$ cat src/sv/cbd_pkg.sv
// Package with the phase and status types, framing characters and helpers of the chunked decoder.
`timescale 1ns / 1ps

package cbd_pkg;

  typedef enum logic [2:0] {
    PH_SIZE    = 3'd0,
    PH_SIZE_LF = 3'd1,
    PH_DATA    = 3'd2,
    PH_DATA_CR = 3'd3,
    PH_DATA_LF = 3'd4,
    PH_DONE    = 3'd5
  } phase_e;

  typedef enum logic [1:0] {
    ST_BUSY = 2'd0,
    ST_DONE = 2'd1,
    ST_BAD  = 2'd2,
    ST_BIG  = 2'd3
  } status_e;

  localparam int unsigned CFG_DATA_W  = 32;
  localparam int unsigned CFG_INDEX_W = 1;

  localparam logic [CFG_INDEX_W-1:0] REG_MAX_BODY_SIZE  = 1'd0;
  localparam logic [CFG_INDEX_W-1:0] REG_CHUNKED_ENABLE = 1'd1;

  localparam logic [7:0] CHAR_CR = 8'h0D;
  localparam logic [7:0] CHAR_LF = 8'h0A;

  typedef struct packed {
    logic       ok;
    logic [3:0] value;
  } hex_digit_t;

  // Decodes one ASCII hex digit of either case.
  function automatic hex_digit_t hex_decode(input logic [7:0] c);
    hex_digit_t r;
    r.ok    = 1'b0;
    r.value = 4'd0;
    if (c >= 8'h30 && c <= 8'h39) begin
      r.ok    = 1'b1;
      r.value = 4'(c - 8'h30);
    end else if (c >= 8'h61 && c <= 8'h66) begin
      r.ok    = 1'b1;
      r.value = 4'(c - 8'h57);
    end else if (c >= 8'h41 && c <= 8'h46) begin
      r.ok    = 1'b1;
      r.value = 4'(c - 8'h37);
    end
    return r;
  endfunction

endpackage

$ cat src/sv/cbd_if.sv
// Stream interfaces for raw body bytes and decoded results.
`timescale 1ns / 1ps

interface cbd_byte_if;
  logic       valid;
  logic       ready;
  logic [7:0] body_byte;
  logic       starts_body;

  modport source (output valid, output body_byte, output starts_body, input ready);
  modport sink (input valid, input body_byte, input starts_body, output ready);
endinterface

interface cbd_result_if;
  logic       valid;
  logic       ready;
  logic       payload_valid;
  logic [7:0] payload_byte;
  logic [1:0] status;

  modport source (output valid, output payload_valid, output payload_byte, output status,
                  input ready);
  modport sink (input valid, input payload_valid, input payload_byte, input status,
                output ready);
endinterface

$ cat src/sv/chunked_body_decoder.sv
// Top level of the HTTP chunked body decoder with its result register.
`timescale 1ns / 1ps

// The decoder takes one raw body byte per clock and gives one result per byte: a decoded
// payload byte when there is one and the sticky body status. Each byte is decoded in the
// cycle of its transfer and its result appears in the result register on the next cycle,
// so the block sustains one byte per clock; the input is stalled only while a result waits
// in the result register and the output side is not ready. The user must write
// configuration via the write port only while no transfer is in flight; not enforced.
module chunked_body_decoder
  import cbd_pkg::*;
#(
  parameter int unsigned SIZE_BITS  = 32,
  parameter int unsigned COUNT_BITS = 32
) (
  input  logic                   clk_i,
  input  logic                   rst_ni,
  cbd_byte_if.sink               in_ch,
  cbd_result_if.source           out_ch,
  input  logic                   cfg_we_i,
  input  logic [CFG_INDEX_W-1:0] cfg_index_i,
  input  logic [CFG_DATA_W-1:0]  cfg_data_i
);

  localparam int unsigned CMP_W = (COUNT_BITS > CFG_DATA_W) ? COUNT_BITS : CFG_DATA_W;

  logic [CFG_DATA_W-1:0] max_q;
  logic                  en_q;

  phase_e                phase_q, phase_d;
  logic [SIZE_BITS-1:0]  rem_q, rem_d;
  logic                  seen_q, seen_d;
  logic [COUNT_BITS-1:0] cnt_q, cnt_d;
  status_e               st_q, st_d;

  logic                  res_valid_q;
  logic                  res_pv_q, res_pv_d;
  logic [7:0]            res_byte_q, res_byte_d;
  logic [1:0]            res_st_q;

  logic                  accept;
  logic                  busy_in;
  logic                  too_big;
  phase_e                phase_in;
  hex_digit_t            hex;

  assign in_ch.ready = !res_valid_q || out_ch.ready;
  assign accept      = in_ch.valid && in_ch.ready;
  assign hex         = hex_decode(in_ch.body_byte);

  always_ff @(posedge clk_i or negedge rst_ni) begin
    if (!rst_ni) begin
      max_q <= '0;
      en_q  <= 1'b1;
    end else if (cfg_we_i) begin
      if (cfg_index_i == REG_MAX_BODY_SIZE) begin
        max_q <= cfg_data_i;
      end
      if (cfg_index_i == REG_CHUNKED_ENABLE) begin
        en_q <= cfg_data_i[0];
      end
    end
  end

  // The state seen by this byte, after a new body has cleared it.
  always_comb begin
    logic [COUNT_BITS-1:0] cnt_base;
    cnt_base = in_ch.starts_body ? '0 : cnt_q;
    busy_in  = in_ch.starts_body || (st_q == ST_BUSY);
    phase_in = in_ch.starts_body ? PH_SIZE : phase_q;
    if (cnt_base != '1) begin
      cnt_d = cnt_base + COUNT_BITS'(1);
    end else begin
      cnt_d = cnt_base;
    end
    too_big = (max_q != '0) && (CMP_W'(cnt_d) > CMP_W'(max_q));
  end

  always_comb begin
    phase_d = phase_in;
    rem_d   = in_ch.starts_body ? '0 : rem_q;
    seen_d  = in_ch.starts_body ? 1'b0 : seen_q;
    st_d    = in_ch.starts_body ? ST_BUSY : st_q;
    if (busy_in) begin
      if (too_big) begin
        st_d = ST_BIG;
      end else if (en_q) begin
        unique case (phase_in)
          PH_SIZE: begin
            if (hex.ok) begin
              if (rem_d[SIZE_BITS-1 -: 4] != 4'd0) begin
                st_d = ST_BAD;
              end else begin
                rem_d  = {rem_d[SIZE_BITS-5:0], hex.value};
                seen_d = 1'b1;
              end
            end else if (in_ch.body_byte == CHAR_CR && seen_d) begin
              phase_d = PH_SIZE_LF;
            end else begin
              st_d = ST_BAD;
            end
          end
          PH_SIZE_LF: begin
            if (in_ch.body_byte != CHAR_LF) begin
              st_d = ST_BAD;
            end else if (rem_d == '0) begin
              phase_d = PH_DONE;
              st_d    = ST_DONE;
            end else begin
              phase_d = PH_DATA;
            end
          end
          PH_DATA: begin
            if (rem_d != '0) begin
              rem_d = rem_d - SIZE_BITS'(1);
            end
            if (rem_d == '0) begin
              phase_d = PH_DATA_CR;
            end
          end
          PH_DATA_CR: begin
            if (in_ch.body_byte == CHAR_CR) begin
              phase_d = PH_DATA_LF;
            end else begin
              st_d = ST_BAD;
            end
          end
          PH_DATA_LF: begin
            if (in_ch.body_byte == CHAR_LF) begin
              phase_d = PH_SIZE;
              rem_d   = '0;
              seen_d  = 1'b0;
            end else begin
              st_d = ST_BAD;
            end
          end
          default: begin
            st_d = ST_DONE;
          end
        endcase
      end
    end
  end

  always_comb begin
    res_pv_d   = busy_in && !too_big && (!en_q || phase_in == PH_DATA);
    res_byte_d = res_pv_d ? in_ch.body_byte : 8'd0;
  end

  always_ff @(posedge clk_i or negedge rst_ni) begin
    if (!rst_ni) begin
      phase_q     <= PH_SIZE;
      rem_q       <= '0;
      seen_q      <= 1'b0;
      cnt_q       <= '0;
      st_q        <= ST_BUSY;
      res_valid_q <= 1'b0;
    end else begin
      if (accept) begin
        phase_q     <= phase_d;
        rem_q       <= rem_d;
        seen_q      <= seen_d;
        st_q        <= st_d;
        res_valid_q <= 1'b1;
        if (busy_in) begin
          cnt_q <= cnt_d;
        end else begin
          cnt_q <= in_ch.starts_body ? '0 : cnt_q;
        end
      end else if (out_ch.ready) begin
        res_valid_q <= 1'b0;
      end
    end
  end

  always_ff @(posedge clk_i) begin
    if (accept) begin
      res_pv_q   <= res_pv_d;
      res_byte_q <= res_byte_d;
      res_st_q   <= st_d;
    end
  end

  assign out_ch.valid         = res_valid_q;
  assign out_ch.payload_valid = res_pv_q;
  assign out_ch.payload_byte  = res_byte_q;
  assign out_ch.status        = res_st_q;

endmodule

$ cat src/flat_wrapper.sv
// flat-port wrapper written by rule: the top's interface ports become plain ports
module chunked_body_decoder_flat import cbd_pkg::*;
#(
  parameter int unsigned SIZE_BITS  = 32,
  parameter int unsigned COUNT_BITS = 32
)
  (clk_i, rst_ni, cfg_we_i, cfg_index_i, cfg_data_i, in_ch_valid, in_ch_body_byte, in_ch_starts_body, in_ch_ready, out_ch_valid, out_ch_payload_valid, out_ch_payload_byte, out_ch_status, out_ch_ready);
  cbd_byte_if in_ch_i ();
  cbd_result_if out_ch_i ();
  input  logic clk_i;
  input  logic rst_ni;
  input  logic cfg_we_i;
  input  logic [CFG_INDEX_W-1:0] cfg_index_i;
  input  logic [CFG_DATA_W-1:0] cfg_data_i;
  input wire logic [$bits(in_ch_i.valid)-1:0] in_ch_valid;
  input wire logic [$bits(in_ch_i.body_byte)-1:0] in_ch_body_byte;
  input wire logic [$bits(in_ch_i.starts_body)-1:0] in_ch_starts_body;
  output wire logic [$bits(in_ch_i.ready)-1:0] in_ch_ready;
  output wire logic [$bits(out_ch_i.valid)-1:0] out_ch_valid;
  output wire logic [$bits(out_ch_i.payload_valid)-1:0] out_ch_payload_valid;
  output wire logic [$bits(out_ch_i.payload_byte)-1:0] out_ch_payload_byte;
  output wire logic [$bits(out_ch_i.status)-1:0] out_ch_status;
  input wire logic [$bits(out_ch_i.ready)-1:0] out_ch_ready;
  assign in_ch_i.valid = in_ch_valid;
  assign in_ch_i.body_byte = in_ch_body_byte;
  assign in_ch_i.starts_body = in_ch_starts_body;
  assign in_ch_ready = in_ch_i.ready;
  assign out_ch_valid = out_ch_i.valid;
  assign out_ch_payload_valid = out_ch_i.payload_valid;
  assign out_ch_payload_byte = out_ch_i.payload_byte;
  assign out_ch_status = out_ch_i.status;
  assign out_ch_i.ready = out_ch_ready;
  chunked_body_decoder #(.SIZE_BITS(SIZE_BITS), .COUNT_BITS(COUNT_BITS)) u_core (.clk_i(clk_i), .rst_ni(rst_ni), .in_ch(in_ch_i), .out_ch(out_ch_i), .cfg_we_i(cfg_we_i), .cfg_index_i(cfg_index_i), .cfg_data_i(cfg_data_i));
endmodule
$ cat config.mk
export PLATFORM = sky130hd
export DESIGN_NAME = chunked_body_decoder_flat
export DESIGN_NICKNAME = d
export VERILOG_FILES = /design/src/sv/cbd_pkg.sv /design/src/sv/cbd_if.sv /design/src/sv/chunked_body_decoder.sv /design/src/flat_wrapper.sv
export SDC_FILE = /design/constraint.sdc
export NUM_CORES = 1
export LEC_CHECK = 0
export BUFFER_PORTS_ARGS = -buffer_cell sky130_fd_sc_hd__clkbuf_2
export CORE_AREA = 2 2 169 171
export CTS_CLUSTER_SIZE = 14
export DETAILED_ROUTE_END_ITERATION = 12
export DIE_AREA = 0 0 171 173
export GPL_ROUTABILITY_DRIVEN = 0
export HOLD_SLACK_MARGIN = 0.12
export SYNTH_ARGS = -nofsm -noshare
export SYNTH_HDL_FRONTEND = slang
export SYNTH_SLANG_ARGS = --single-unit
export TNS_END_PERCENT = 50
$ cat constraint.sdc
create_clock -name clk_i -period 4.8 [get_ports clk_i]
set_clock_uncertainty 0.1 [all_clocks]
set_input_delay 0.48 -clock clk_i [delete_from_list [all_inputs] [get_ports clk_i]]
set_output_delay 0.48 -clock clk_i [all_outputs]
set_load 0.02 [all_outputs]
# Word level (Yosys, flattened, before mapping)
# Cells that the tools add are included.
# W data, S select, Z words.
[totals]
latchBits = 0
n_memories = 0
word_cells = 109
rom_bits = 0
in_bits = 47
ff_bits = 115
output_inout_bits = 13
ramBits = 0
[classes]
n_div = 0
add_sub_neg = 5
n_eq_ne = 8
bitwise = 1
order_cmp = 7
multipliers = 0
n_shift = 0
muxes = 53
n_reduce_logical = 24
[op_table]
columns = ["cell", "count"]
rows = [
  ["$mux W32", 15],
  ["$pmux W32 S3", 1],
  ["$logic_not A32 Y1", 2],
  ["$reduce_bool A32 Y1", 2],
  ["$mux W3", 11],
  ["$add A32 B1 Y32 const B", 1],
  ["$gt A32 B32 Y1", 1],
  ["$ne A32 B32 Y1 const B", 1],
  ["$sub A32 B1 Y32 const B", 1],
  ["$mux W2", 11],
  ["$eq A8 B4 Y1 const B", 2],
  ["$ge A8 B7 Y1 const B", 2],
  ["$le A8 B7 Y1 const B", 2],
  ["$mux W5", 3],
  ["$pmux W3 S5", 1],
  ["$pmux W2 S5", 1],
  ["$mux W1", 9],
  ["$ge A8 B6 Y1 const B", 1],
  ["$le A8 B6 Y1 const B", 1],
  ["$logic_and A1 B1 Y1", 8],
  ["$ne A8 B4 Y1 const B", 1],
  ["$sub A4 B3 Y4 const B", 2],
  ["$eq A3 B2 Y1 const B", 2],
  ["$reduce_and A2 Y1", 2],
  ["other kinds (11)", 15],
]

# Depth between registers and ports, before layout
# Gate-level depths: netlist (run 1).
[depth]
ltp_word = 13
mapped_depth = 24
ltp_nobuf = 16

# Least setup slack after synthesis (run 1)
# OpenSTA, ideal clock, no wires.
[synth_timing]
path_kind = "in2reg"
startpoint = "input port in_ch_starts_body"
endpoint = "register u_core.rem_q[21]"
setup_ps = 66
slack_ps = -89
path_stages = 23
required_time_ps = 4634
n_path_buf = 7
t_arrival_ps = 4722
cell_sequence = "buf_6 > buf_6 > clkbuf_1 > nor2b_1 > ha_1 > and2_1 > clkbuf_1 > nand3_1 > or3_1 > buf_2 > buf_6 > nand4_1 > xnor2_1 > nor2_1 > ha_1 > a21oi_1 > o21ai_0 > a221o_1 > o31a_1 > o21a_1 > nor3_1 > clkbuf_1 > a22o_1"
[synth_between]
elab_chain_cells = 11
elab_cells_between_ends = 27
cone_classes = "2 x add/sub; 1 x order compare; 3 x eq/ne; 16 x mux; 5 x reduce/logical"
[synth_lines]
columns = ["element", "line_no", "rtl"]
rows = [
  ["start: declaration", "flat_wrapper.sv:17", "input wire logic [$bits(in_ch_i.starts_body)-1:0] in_ch_starts_body;"],
  ["parallel branches: the longest is 10 deep, another holds $add A32 B1 Y32", "-", ""],
  ["$mux W32 *", "chunked_body_decoder.sv:84", "if (busy_in) begin"],
  ["end signal: assignment", "chunked_body_decoder.sv:161", "rem_q <= rem_d;"],
  ["end: declaration", "chunked_body_decoder.sv:31", "logic [SIZE_BITS-1:0] rem_q, rem_d;"],
]
# Every way passes the cells marked *. The select of a mux whose other input is x is not followed.
# A chain may end at the register's enable or synchronous reset.

# Worst setup path in the final report (run 1)
[layout_timing]
startpoint = "register u_core.cnt_q[7]"
endpoint = "register u_core.res_st_q[1] (netlist: u_core.out_ch.status[1]) (data pin)"
[layout_between]
elab_chain_cells = 7
elab_cells_between_ends = 8
cone_classes = "1 x add/sub; 1 x order compare; 1 x eq/ne; 4 x mux; 1 x reduce/logical"
[layout_lines]
columns = ["element", "line_no", "rtl"]
rows = [
  ["start: declaration", "chunked_body_decoder.sv:33", "logic [COUNT_BITS-1:0] cnt_q, cnt_d;"],
  ["start signal: assignment", "chunked_body_decoder.sv:166", "cnt_q <= cnt_d;"],
  ["start signal: assignment", "chunked_body_decoder.sv:168", "cnt_q <= in_ch.starts_body ? '0 : cnt_q;"],
  ["$mux W32 *", "-", ""],
  ["$add A32 B1 Y32 or $ne A32 B32 Y1 (tied branches)", "chunked_body_decoder.sv:72, chunked_body_decoder.sv:71", ""],
  ["$mux W32 *", "chunked_body_decoder.sv:71", "if (cnt_base != '1) begin"],
  ["$gt A32 B32 Y1 *", "chunked_body_decoder.sv:76", "too_big = (max_q != '0) && (CMP_W'(cnt_d) > CMP_W'(max_q));"],
  ["$logic_and A1 B1 Y1 *", "chunked_body_decoder.sv:76", ""],
  ["$mux W2 *", "chunked_body_decoder.sv:85", "if (too_big) begin"],
  ["$mux W2 *", "chunked_body_decoder.sv:84", ""],
  ["via u_core.st_d[1]", "chunked_body_decoder.sv:34", "status_e st_q, st_d;"],
  ["end signal: assignment", "chunked_body_decoder.sv:180", "res_st_q <= st_d;"],
  ["end: declaration", "chunked_body_decoder.sv:39", "logic [1:0] res_st_q;"],
]
# The timed path passes the listed nets; every way through them passes the cells marked *.

==> results.yml, run 1 <==
status:
  status: "finished, final reports clean"
route:
  drcViolationCount: 0
  drt_iter0_drc: 695
  vias_per_cell: 5.27
  firstDrtPassIters: 6
  dr_total_vias: 7605
  avgRoutedWirePerCell_um: 16.1
  drtAntennaViolNets: 0
  totalWireLength_mm: 23.2
yosys:
  synth_area_per_cell_um2: 8.50
  syn_area_mm2: 0.00824
  syn_inst: 970
  ys_seq_area_frac: 0.356
  yosysUniqueCellTypes: 78
  ys_ff_latch: 115
  yosys_most_used_dff: "dfrtp_1"
  synthArstFlopShare: 0.904
  synth_edf_count: 11
  synth_warnings: 0
  synth_fp_nets: 1054
power:
  peakVddDrop_mv: 0.214
  p_leak_uw: 0.00434
  p_per_area_mw_per_mm2: 296
finish:
  syn_to_final_growth_pct: 20.0
  drive_gt1_frac: 0.172
  multi_input_area_mm2: 0.00487
  nets: 1138
  fin_area_mm2: 0.00989
  diodes: 0
  register_area_mm2: 0.00293
  fin_cells: 1444
  fill_cells: 2855
floorplan:
  initial_core_util: 0.298
  placementRows: 61
  io_pins: 60
  coreArea_mm2: 0.0276
  die_w_um: 171
  die_area_mm2: 0.0296
  die_h_um: 173
clock_tree:
  cts.clk_slew.worst_paths_ps: 60
  cts.sinks: 115
  clockBufferDepth: 2
  cts_made_buffers: 17
  cts.htree.levels: 4
  cts_tree: "built"
  clk_latency_ps: 430
  cts_root_buf: "clkbuf_16"
sta:
  fmax_mhz: 215
  final.min_clock_period_ps: 4660
  tightestPinTransition_ps: 923
  finalSetupViolCount: 0
  finalHoldViolCount: 0
  drv_slew: 0
  period_share: 0.970
  relSlewSlack: 0.384
global_route:
  overflow: 0
  grt_max_degree: 68
  grt_use_total: 0.160
  antenna_found_initial: 0
  grt_pass1_wl_mm: 38.0
  grt_pass1_vias: 7309
critical_path:
  cp-start-kind: "flip-flop"
  path_cells: "and4b_1 > nand4_1 > or4_4 > or3_4 > buf_4 > nand3_1 > xor2_1 > nor2_1 > ha_1 > a211oi_1 > o21ai_0 > o2111a_1 > o31a_1 > o21a_2 > a2111oi_2 > buf_4 > a31oi_1"
  crit_path_end_kind: "flip-flop"
  critical_path_arrival_ps: 4710
  crit_type: "reg2reg"
  critPathBufInv: 2
  slowest_stage: "or4_4"
  crit_required_ps: 4850
  cpLargestDelayFamily: "compound AO/OA/AOI/OAI gates"
  slowest_delay_ps: 520
  path_max_fanout: 9
  critical_path.most_common_cell: "buf_4"
place:
  io_buffers: 59
  hpwl_mm: 16.9
  dpl_cell_area_mm2: 0.00925
  dp_cells: 1410
flow_run:
  cap_violations: 0
worst_hold_path:
  hold_class: "in2reg"
## timing repair
item                                   in CTS  in global routing
hold buffers                                1                  0
setup endpoints to repair                   8                 47
setup buffers                               0                  2
pin swaps                                   0                  3
endpoints found under the hold margin       8                  0
gates resized for setup                     1                 10
## cell type report
type	count	area share
clock inverters	13	0.0137
multi-input cells	743	0.492
clock buffers	18	0.0444
well taps	378	0.0478
flip-flops and latches	115	0.297
repair buffers	127	0.0860
inverters	50	0.0190
## final timing paths
check / startpoint / slack (ps) / cells past startpoint / to
worst min register to register: u_core.cnt_q[0] / 420 / 2 / u_core.cnt_q[0]
min in group asynchronous: rst_ni / 610 / 2 / u_core.max_q[11]
worst max register to register: u_core.cnt_q[7] / 140 / 17 / u_core.out_ch.status[1]
max in group asynchronous: rst_ni / 2930 / 3 / u_core.en_q
worst max-delay path: u_core.cnt_q[7] / 140 / 17 / u_core.out_ch.status[1]
worst min-delay path: cfg_data_i[9] / 150 / 3 / u_core.max_q[9]
## stage by stage
| step | hold WS [ps] | utilization | total power [uW] | setup TNS (ps) | setup slack, ps |
|---|---|---|---|---|---|
| after floorplan | 84.4 | - | 1470 | 0 | 55.2 |
| final | 147 | 0.358 | 2930 | 0 | 144 |
| after global placement | 382 | 0.335 | 1660 | -3920 | -201 |
| after detailed placement | 402 | 0.335 | 1670 | -5890 | -266 |
| after CTS | 138 | 0.356 | 2940 | 0 | 8.61 |
| after global routing | 155 | 0.358 | 3070 | -51.7 | -29.2 |
## state kept, by name, summed over array words and instances, names as in the netlist
name                         count
u_core.seen_q                    1
u_core.out_ch.payload_byte       8
u_core.st_q                      2
u_core.en_q                      1
u_core.out_ch.status             2
u_core.max_q                    32
u_core.out_ch.valid              1
u_core.cnt_q                    32
u_core.phase_q                   3
u_core.rem_q                    32
u_core.out_ch.payload_valid      1
## power breakdown
group | total, uW | switching [uW] | internal (uW)
logic | 542 | 334 | 209
registers | 1130 | 63.9 | 1060
clock network | 1260 | 492 | 772
## synth_stat cells, types with 4 or more instances
| master | instances | area [um2] |
|---|---|---|
| a31oi_1 | 9 | 56.3 |
| dfrtp_1 | 103 | 2580 |
| mux2i_1 | 28 | 280 |
| nand4b_1 | 6 | 52.6 |
| mux2_2 | 4 | 45.0 |
| buf_2 | 6 | 30.0 |
| nor2_1 | 75 | 282 |
| nand2_1 | 108 | 405 |
| a21o_1 | 4 | 30.0 |
| ha_1 | 37 | 463 |
| nand2b_1 | 4 | 25.0 |
| or4_1 | 4 | 30.0 |
| o211ai_1 | 6 | 45.0 |
| inv_1 | 49 | 184 |
| o31a_1 | 4 | 35.0 |
| a221o_1 | 7 | 70.1 |
| clkbuf_1 | 42 | 158 |
| a211oi_1 | 6 | 45.0 |
| a21oi_1 | 33 | 165 |
| o21a_1 | 6 | 45.0 |
| nor2b_1 | 19 | 119 |
| o22ai_1 | 13 | 81.3 |
| o21bai_1 | 4 | 30.0 |
| nor4_1 | 29 | 181 |
| buf_4 | 7 | 52.6 |
| buf_6 | 5 | 56.3 |
| nand4_1 | 20 | 125 |
| o2bb2ai_1 | 21 | 184 |
| and2_1 | 13 | 81.3 |
| o21ai_0 | 70 | 350 |
| or3_1 | 6 | 37.5 |
| and4_1 | 5 | 43.8 |
| a22oi_1 | 7 | 52.6 |
| xnor2_1 | 31 | 272 |
| a221oi_1 | 4 | 35.0 |
| nor3_1 | 28 | 140 |
| nand3_1 | 42 | 210 |
| xor2_1 | 11 | 96.3 |
| edfxtp_1 | 11 | 330 |
| and3_1 | 13 | 81.3 |
| a22o_1 | 14 | 123 |
| and4b_1 | 5 | 50.1 |
## cells by family after synthesis
kind of cell,after synthesis,share of synthesized area
buffers and inverters,112,0.0598
adders and majority gates,37,0.0562
DFF,115,0.356
muxes,32,0.0395
and+or+nand+nor,390,0.241
xor gates and xnor gates,42,0.0446
AOI/OAI and AO/OA,242,0.203
## layer usage
| layer | vias to the layer above | global-route usage | wire, um |
|---|---|---|---|
| met2 | 232 | 0.237 | 9960 |
| met1 | 3605 | 0.234 | 11600 |
| li1 | 3741 | - | - |
| met3 | 27 | 0.0327 | 1270 |
| met5 | - | 0 | 0 |
| met4 | 0 | 0.0480 | 363 |
## worst min-delay path: stages
cell and delay (ps):
clkbuf_2 70, nand2_1 30, o21ai_0 60
## placed cells by master (no fill, tap or decap), types with 5 or more instances in the layout
cell and count:
dfrtp_1 103, mux2i_1 28, o21ai_0 70, a31oi_1 9, clkbuf_2 57, nor2b_1 18, o22ai_1 12, nand3_1 42
nand4_1 20, buf_4 66, inv_1 49, a22o_1 14, and2_1 13, nor2_1 75, nor4_1 28, nand4b_1 6
and3_1 13, a211oi_1 6, o21a_1 5, and4_1 5, a221o_1 7, xnor2_1 31, or3_1 5, o2bb2ai_1 21
a22oi_1 7, o211ai_1 6, edfxtp_1 11, xor2_1 11, clkbuf_16 17, nor3_1 27, ha_1 37, a21oi_1 33
and4b_1 5, nand2_1 107
Note: power is estimated with default switching activity, not from simulation.
==> run 2: changes to the inputs <==
--- a/config.mk
+++ b/config.mk
@@ -6,12 +6,15 @@
 export NUM_CORES = 1
 export LEC_CHECK = 0
 export BUFFER_PORTS_ARGS = -buffer_cell sky130_fd_sc_hd__clkbuf_2
+export CELL_PAD_IN_SITES_DETAIL_PLACEMENT = 0
+export CELL_PAD_IN_SITES_GLOBAL_PLACEMENT = 2
 export CORE_AREA = 2 2 169 171
-export CTS_CLUSTER_SIZE = 14
+export CTS_CLUSTER_SIZE = 12
 export DETAILED_ROUTE_END_ITERATION = 12
 export DIE_AREA = 0 0 171 173
 export GPL_ROUTABILITY_DRIVEN = 0
 export HOLD_SLACK_MARGIN = 0.12
+export PLACE_DENSITY_LB_ADDON = 0.1
 export SYNTH_ARGS = -nofsm -noshare
 export SYNTH_HDL_FRONTEND = slang
 export SYNTH_SLANG_ARGS = --single-unit
==> run 2 against run 1 <==
  * Sequential power is essentially flat
  * Largest power group unchanged
  * Clock power is essentially flat
  * Count of clock-buffer cells in the layout grew 4
  * Register-to-register slack gained 40 ps
  * Combinational power grew 4.8%
  * Worst setup slack gained 40 ps
  * Global-route usage grew 2.5 points
  * Sequential cell count is the same
  * Critical path depth is the same
==> results.yml, run 2 (same netlist as run 1, synthesis figures left out) <==
floorplan:
  die_h_um: 173
  io_pins: 60
  die_w_um: 171
  placementRows: 61
  initial_core_util: 0.298
  die_area_mm2: 0.0296
  coreArea_mm2: 0.0276
status:
  status: "finished, final reports clean"
finish:
  final_common_cell: "nand2_1"
  reg_top3: "u_core.cnt_q: 32 flops, u_core.max_q: 32 flops, u_core.rem_q: 32 flops"
  fin_cells: 1469
  nets: 1162
  diodes: 0
  fin_area_mm2: 0.0100
  syn_to_final_growth_pct: 21.9
  utilization: 0.364
  final_cell_mix: "nand2_1, dfrtp_1, buf_4, nor2_1, o21ai_0"
  drive_gt1_frac: 0.185
route:
  drcViolationCount: 0
  vias_per_cell: 5.17
  drt_iter0_drc: 536
  drtAntennaViolNets: 0
  avgRoutedWirePerCell_um: 18.0
  dr_total_vias: 7593
  totalWireLength_mm: 26.5
  firstDrtPassIters: 5
global_route:
  grt_pass1_wl_mm: 43.0
  grt_use_total: 0.185
  grt_max_degree: 64
  busiest_layer: "met2"
  use_met3: 0.0330
  use_met2: 0.302
  antenna_found_initial: 0
  grt_pass1_vias: 7626
  use_met1: 0.248
  overflow: 0
clock_tree:
  cts.htree.levels: 4
  cts_made_buffers: 17
  cts.clk_slew.worst_paths_ps: 60
  clk_latency_ps: 420
  clockBufferDepth: 2
  cts_tree: "built"
  cts_root_buf: "clkbuf_16"
  cts.sinks: 115
sta:
  final.min_clock_period_ps: 4620
  drv_slew: 0
  period_share: 0.962
  relSlewSlack: 0.379
  rsz0062_at_grt: "no"
  fmax_mhz: 217
  finalHoldViolCount: 0
  finalSetupViolCount: 0
  tightestPinTransition_ps: 908
  timing.hold.ws_ps: 157
critical_path:
  path_max_fanout: 16
  slowest_stage: "or4_4"
  reg2reg_slack_ps: 180
  slowest_delay_ps: 510
  path_cells: "and4b_1 > nand4_1 > or4_4 > or3_1 > buf_4 > buf_4 > nand4_1 > xnor2_1 > ha_1 > nand4_1 > nor2_1 > a221o_1 > o31a_1 > o21a_2 > o31a_1 > buf_12 > a22o_1"
  critPathBufInv: 3
  critical_path_arrival_ps: 4830
  critical_path.most_common_cell: "nand4_1"
  crit_type: "reg2reg"
  crit_path_end_kind: "flip-flop"
  cpLargestDelayFamily: "simple AND/OR/NAND/NOR gates"
  cp-start-kind: "flip-flop"
  crit_required_ps: 5010
worst_hold_path:
  hold_class: "in2reg"
place:
  hpwl_mm: 19.3
  dpl_cell_area_mm2: 0.00943
  io_buffers: 59
  dp_cells: 1436
power:
  p_per_area_mw_per_mm2: 295
  peakVddDrop_mv: 0.209
  p_leak_uw: 0.00445
flow_run:
  cap_violations: 0
[run 2: cell type report]
type | count | area [um2]
fill | 2946 | 17600
multi-input combinational | 743 | 4860
sequential | 115 | 2930
timing repair buffer | 151 | 1020
tap | 378 | 473
clock buffer | 22 | 464
inverter | 50 | 188
clock inverter | 10 | 108
[run 2: tightest hold or removal path: stages]
cell      delay (ps)
clkbuf_2          70
nand2_1           30
o21ai_0           50
[run 2: path summary, 6_finish.rpt]
path / start / to / cells after the start
setup / recovery: u_core.cnt_q[8] / u_core.rem_q[9] / 17
hold / removal: cfg_data_i[18] / u_core.max_q[18] / 3
setup reg to reg: u_core.cnt_q[8] / u_core.rem_q[9] / 17
hold reg to reg: u_core.cnt_q[0] / u_core.cnt_q[0] / 2
max in group asynchronous: rst_ni / u_core.rem_q[8] / 3
min in group asynchronous: rst_ni / u_core.max_q[4] / 2
[run 2: per-layer routing]
metal  vias to the layer above  share of wire
met4                         0          0.016
met5                         -              0
met1                      3657           0.47
met2                       124           0.49
li1                       3786              -
met3                        26          0.026
[run 2: report_power, final]
| part | total [uW] | internal, uW | leakage [uW] | switching, uW |
|---|---|---|---|---|
| Clock | 1270 | 786 | 0.000276 | 484 |
| Sequential | 1120 | 1060 | 0.00147 | 61.7 |
| Combinational | 568 | 222 | 0.00271 | 347 |
[run 2: per-stage QoR]
stage,TNS [ps],worst slack [ps],total power [uW]
after floorplan,0,55.2,1470
after global placement,-795,-139,1710
after detailed placement,-4350,-186,1710
after CTS,0,132,3000
after global routing,0,13.9,3130
final,0,184,2960
[run 2: repair_timing]
action | 4_1_cts | 5_1_grt
buffers inserted | 0 | 0
hold buffers | 1 | 0
hold endpoints to repair | 31 | 0
setup endpoints to repair | 0 | 28
gates resized for setup | 0 | 10
==> run 3: changes to the inputs <==
--- a/config.mk
+++ b/config.mk
@@ -9,6 +9,7 @@
 export CELL_PAD_IN_SITES_DETAIL_PLACEMENT = 0
 export CELL_PAD_IN_SITES_GLOBAL_PLACEMENT = 2
 export CORE_AREA = 2 2 169 171
+export CTS_BUF_LIST = sky130_fd_sc_hd__clkbuf_8 sky130_fd_sc_hd__clkbuf_16
 export CTS_CLUSTER_SIZE = 12
 export DETAILED_ROUTE_END_ITERATION = 12
 export DIE_AREA = 0 0 171 173
==> run 3 against run 2 <==
  * Sequential cell count unchanged
  * Combinational power is essentially flat
  * Routed wire length down 0.23%
  * Clock power about the same
  * Via count is 0.25% higher
  * Worst setup slack barely moved
  * Register-to-register slack barely moved
  * Largest cell class unchanged
  * Highest routed layer unchanged
==> results.yml, run 3 (same netlist as run 1, synthesis figures left out) <==
status:
  status: "finished, final reports clean"
worst_hold_path:
  worstHoldStart: "cfg_data_i[18]"
  hold_class: "in2reg"
  min_path_cells: 3
  hold_end: "u_core.max_q[18]"
clock_tree:
  cts_root_buf: "clkbuf_16"
  clockBufferDepth: 2
  cts_setup_buffers: 0
  cts.sinks: 115
  clk_latency_ps: 420
  cts_tree: "built"
  cts.htree.levels: 4
  cts.clk_slew.worst_paths_ps: 60
  cts_made_buffers: 17
critical_path:
  critPathLaunch: "u_core.cnt_q[8]"
  cpLargestDelayFamily: "simple AND/OR/NAND/NOR gates"
  crit_type: "reg2reg"
  crit_required_ps: 5010
  critPathBufInv: 3
  cp-start-kind: "flip-flop"
  path_max_fanout: 16
  reg2regPathDepth: 17
  critical_path.most_common_cell: "nand4_1"
  reg2reg_slack_ps: 180
  slowest_stage: "or4_4"
  rr_startpoint: "u_core.cnt_q[8]"
  reg2reg_to: "u_core.rem_q[13]"
  critical_path_arrival_ps: 4830
  crit_path_end_kind: "flip-flop"
  path_cells: "and4b_1 > nand4_1 > or4_4 > or3_1 > buf_4 > buf_4 > nand4_1 > xnor2_1 > ha_1 > nand4_1 > nor2_1 > a221o_1 > o31a_1 > o21a_2 > o31a_1 > buf_12 > a22o_1"
  slowest_delay_ps: 510
route:
  drt_iter0_drc: 539
  drtAntennaViolNets: 0
  totalWireLength_mm: 26.4
  dr_total_vias: 7612
  drcViolationCount: 0
  vias_per_cell: 5.18
  firstDrtPassIters: 5
  avgRoutedWirePerCell_um: 18.0
floorplan:
  io_pins: 60
  die_w_um: 171
  die_h_um: 173
  initial_core_util: 0.298
  die_area_mm2: 0.0296
  placementRows: 61
  coreArea_mm2: 0.0276
place:
  io_buffers: 59
  hpwl_mm: 19.3
global_route:
  grt_pass1_wl_mm: 43.0
  grt_pass1_vias: 7626
  grt_use_total: 0.185
  grt_max_degree: 64
  antenna_found_initial: 0
  overflow: 0
finish:
  final_common_cell: "nand2_1"
  reg_top3: "u_core.cnt_q: 32 flops, u_core.max_q: 32 flops, u_core.rem_q: 32 flops"
  nets: 1162
  drive_gt1_frac: 0.185
  syn_to_final_growth_pct: 21.9
  fill_cells: 2946
  diodes: 0
  utilization: 0.364
  final_cell_mix: "nand2_1, dfrtp_1, buf_4, nor2_1, o21ai_0"
sta:
  finalHoldViolCount: 0
  drv_slew: 0
  timing.hold.ws_ps: 157
  finalSetupViolCount: 0
  final.min_clock_period_ps: 4620
  fmax_mhz: 217
  period_share: 0.962
  tightestPinTransition_ps: 910
  rsz0062_at_grt: "no"
  setup-tns-final_ps: 0
  relSlewSlack: 0.378
flow_run:
  cap_violations: 0
power:
  power.total_uw: 2960
  peakVddDrop_mv: 0.209
  p_per_area_mw_per_mm2: 294
  p_leak_uw: 0.00446
==> run 3: worst max-delay path by stage <==
| stage | endpoint | slack, ps | cells after the start |
|---|---|---|---|
| 5_1_grt | u_core.rem_q[29] | 10 | 17 |
| 3_3_place_gp | u_core.out_ch.status[1] | -140 | 20 |
| 2_1_floorplan | u_core.rem_q[10] | 60 | 23 |
| 3_5_place_dp | u_core.out_ch.status[1] | -190 | 18 |
| 4_1_cts | u_core.out_ch.status[1] | 130 | 17 |
| 6_report | u_core.rem_q[13] | 180 | 17 |
==> run 3: where the power goes <==
group	switching, uW	internal [uW]
Clock	485	780
Combinational	346	222
Sequential	61.6	1060
Total	892	2060
==> run 3: cell type report <==
| class | instances | area (um2) | share of cell area |
|---|---|---|---|
| Timing Repair Buffer | 151 | 1020 | 0.102 |
| Inverter | 50 | 188 | 0.0187 |
| Sequential cell | 115 | 2930 | 0.292 |
| Tap cell | 378 | 473 | 0.0471 |
| Multi-Input combinational cell | 743 | 4860 | 0.484 |
| Clock buffer | 19 | 453 | 0.0451 |
| Clock inverter | 13 | 119 | 0.0118 |
==> run 3: layer usage <==
metal | vias to the layer above | routed length, um | global-route usage
met5 | - | 0 | 0
met4 | 0 | 453 | 0.0586
met3 | 30 | 739 | 0.0330
met2 | 134 | 12800 | 0.302
met1 | 3662 | 12400 | 0.248
li1 | 3786 | - | -
==> run 3: worst reg2reg max path, cell delays in order (launching register included) <==
cell and delay, ps:
dfrtp_1 340, and4b_1 260, nand4_1 160, or4_4 510, or3_1 400, buf_4 190, buf_4 140, nand4_1 160
xnor2_1 140, ha_1 260, nand4_1 140, nor2_1 60, a221o_1 290, o31a_1 340, o21a_2 260, o31a_1 340
buf_12 170, a22o_1 230
==> run 3: timing repair <==
action,in CTS,in global routing
setup endpoints to repair,0,29
hold endpoints to repair,31,0
hold buffers,1,0
resized for setup,0,10
==> run 3: per-stage QoR <==
| stage | setup WS [ps] | std cells | area (um2) |
|---|---|---|---|
| after floorplan | 55.2 | 970 | 8240 |
| after global placement | -139 | 1436 | 9430 |
| after detailed placement | -186 | 1436 | 9430 |
| after CTS | 132 | 1469 | 10000 |
| after global routing | 13.6 | 1469 | 10000 |
| final | 183 | 1469 | 10000 |
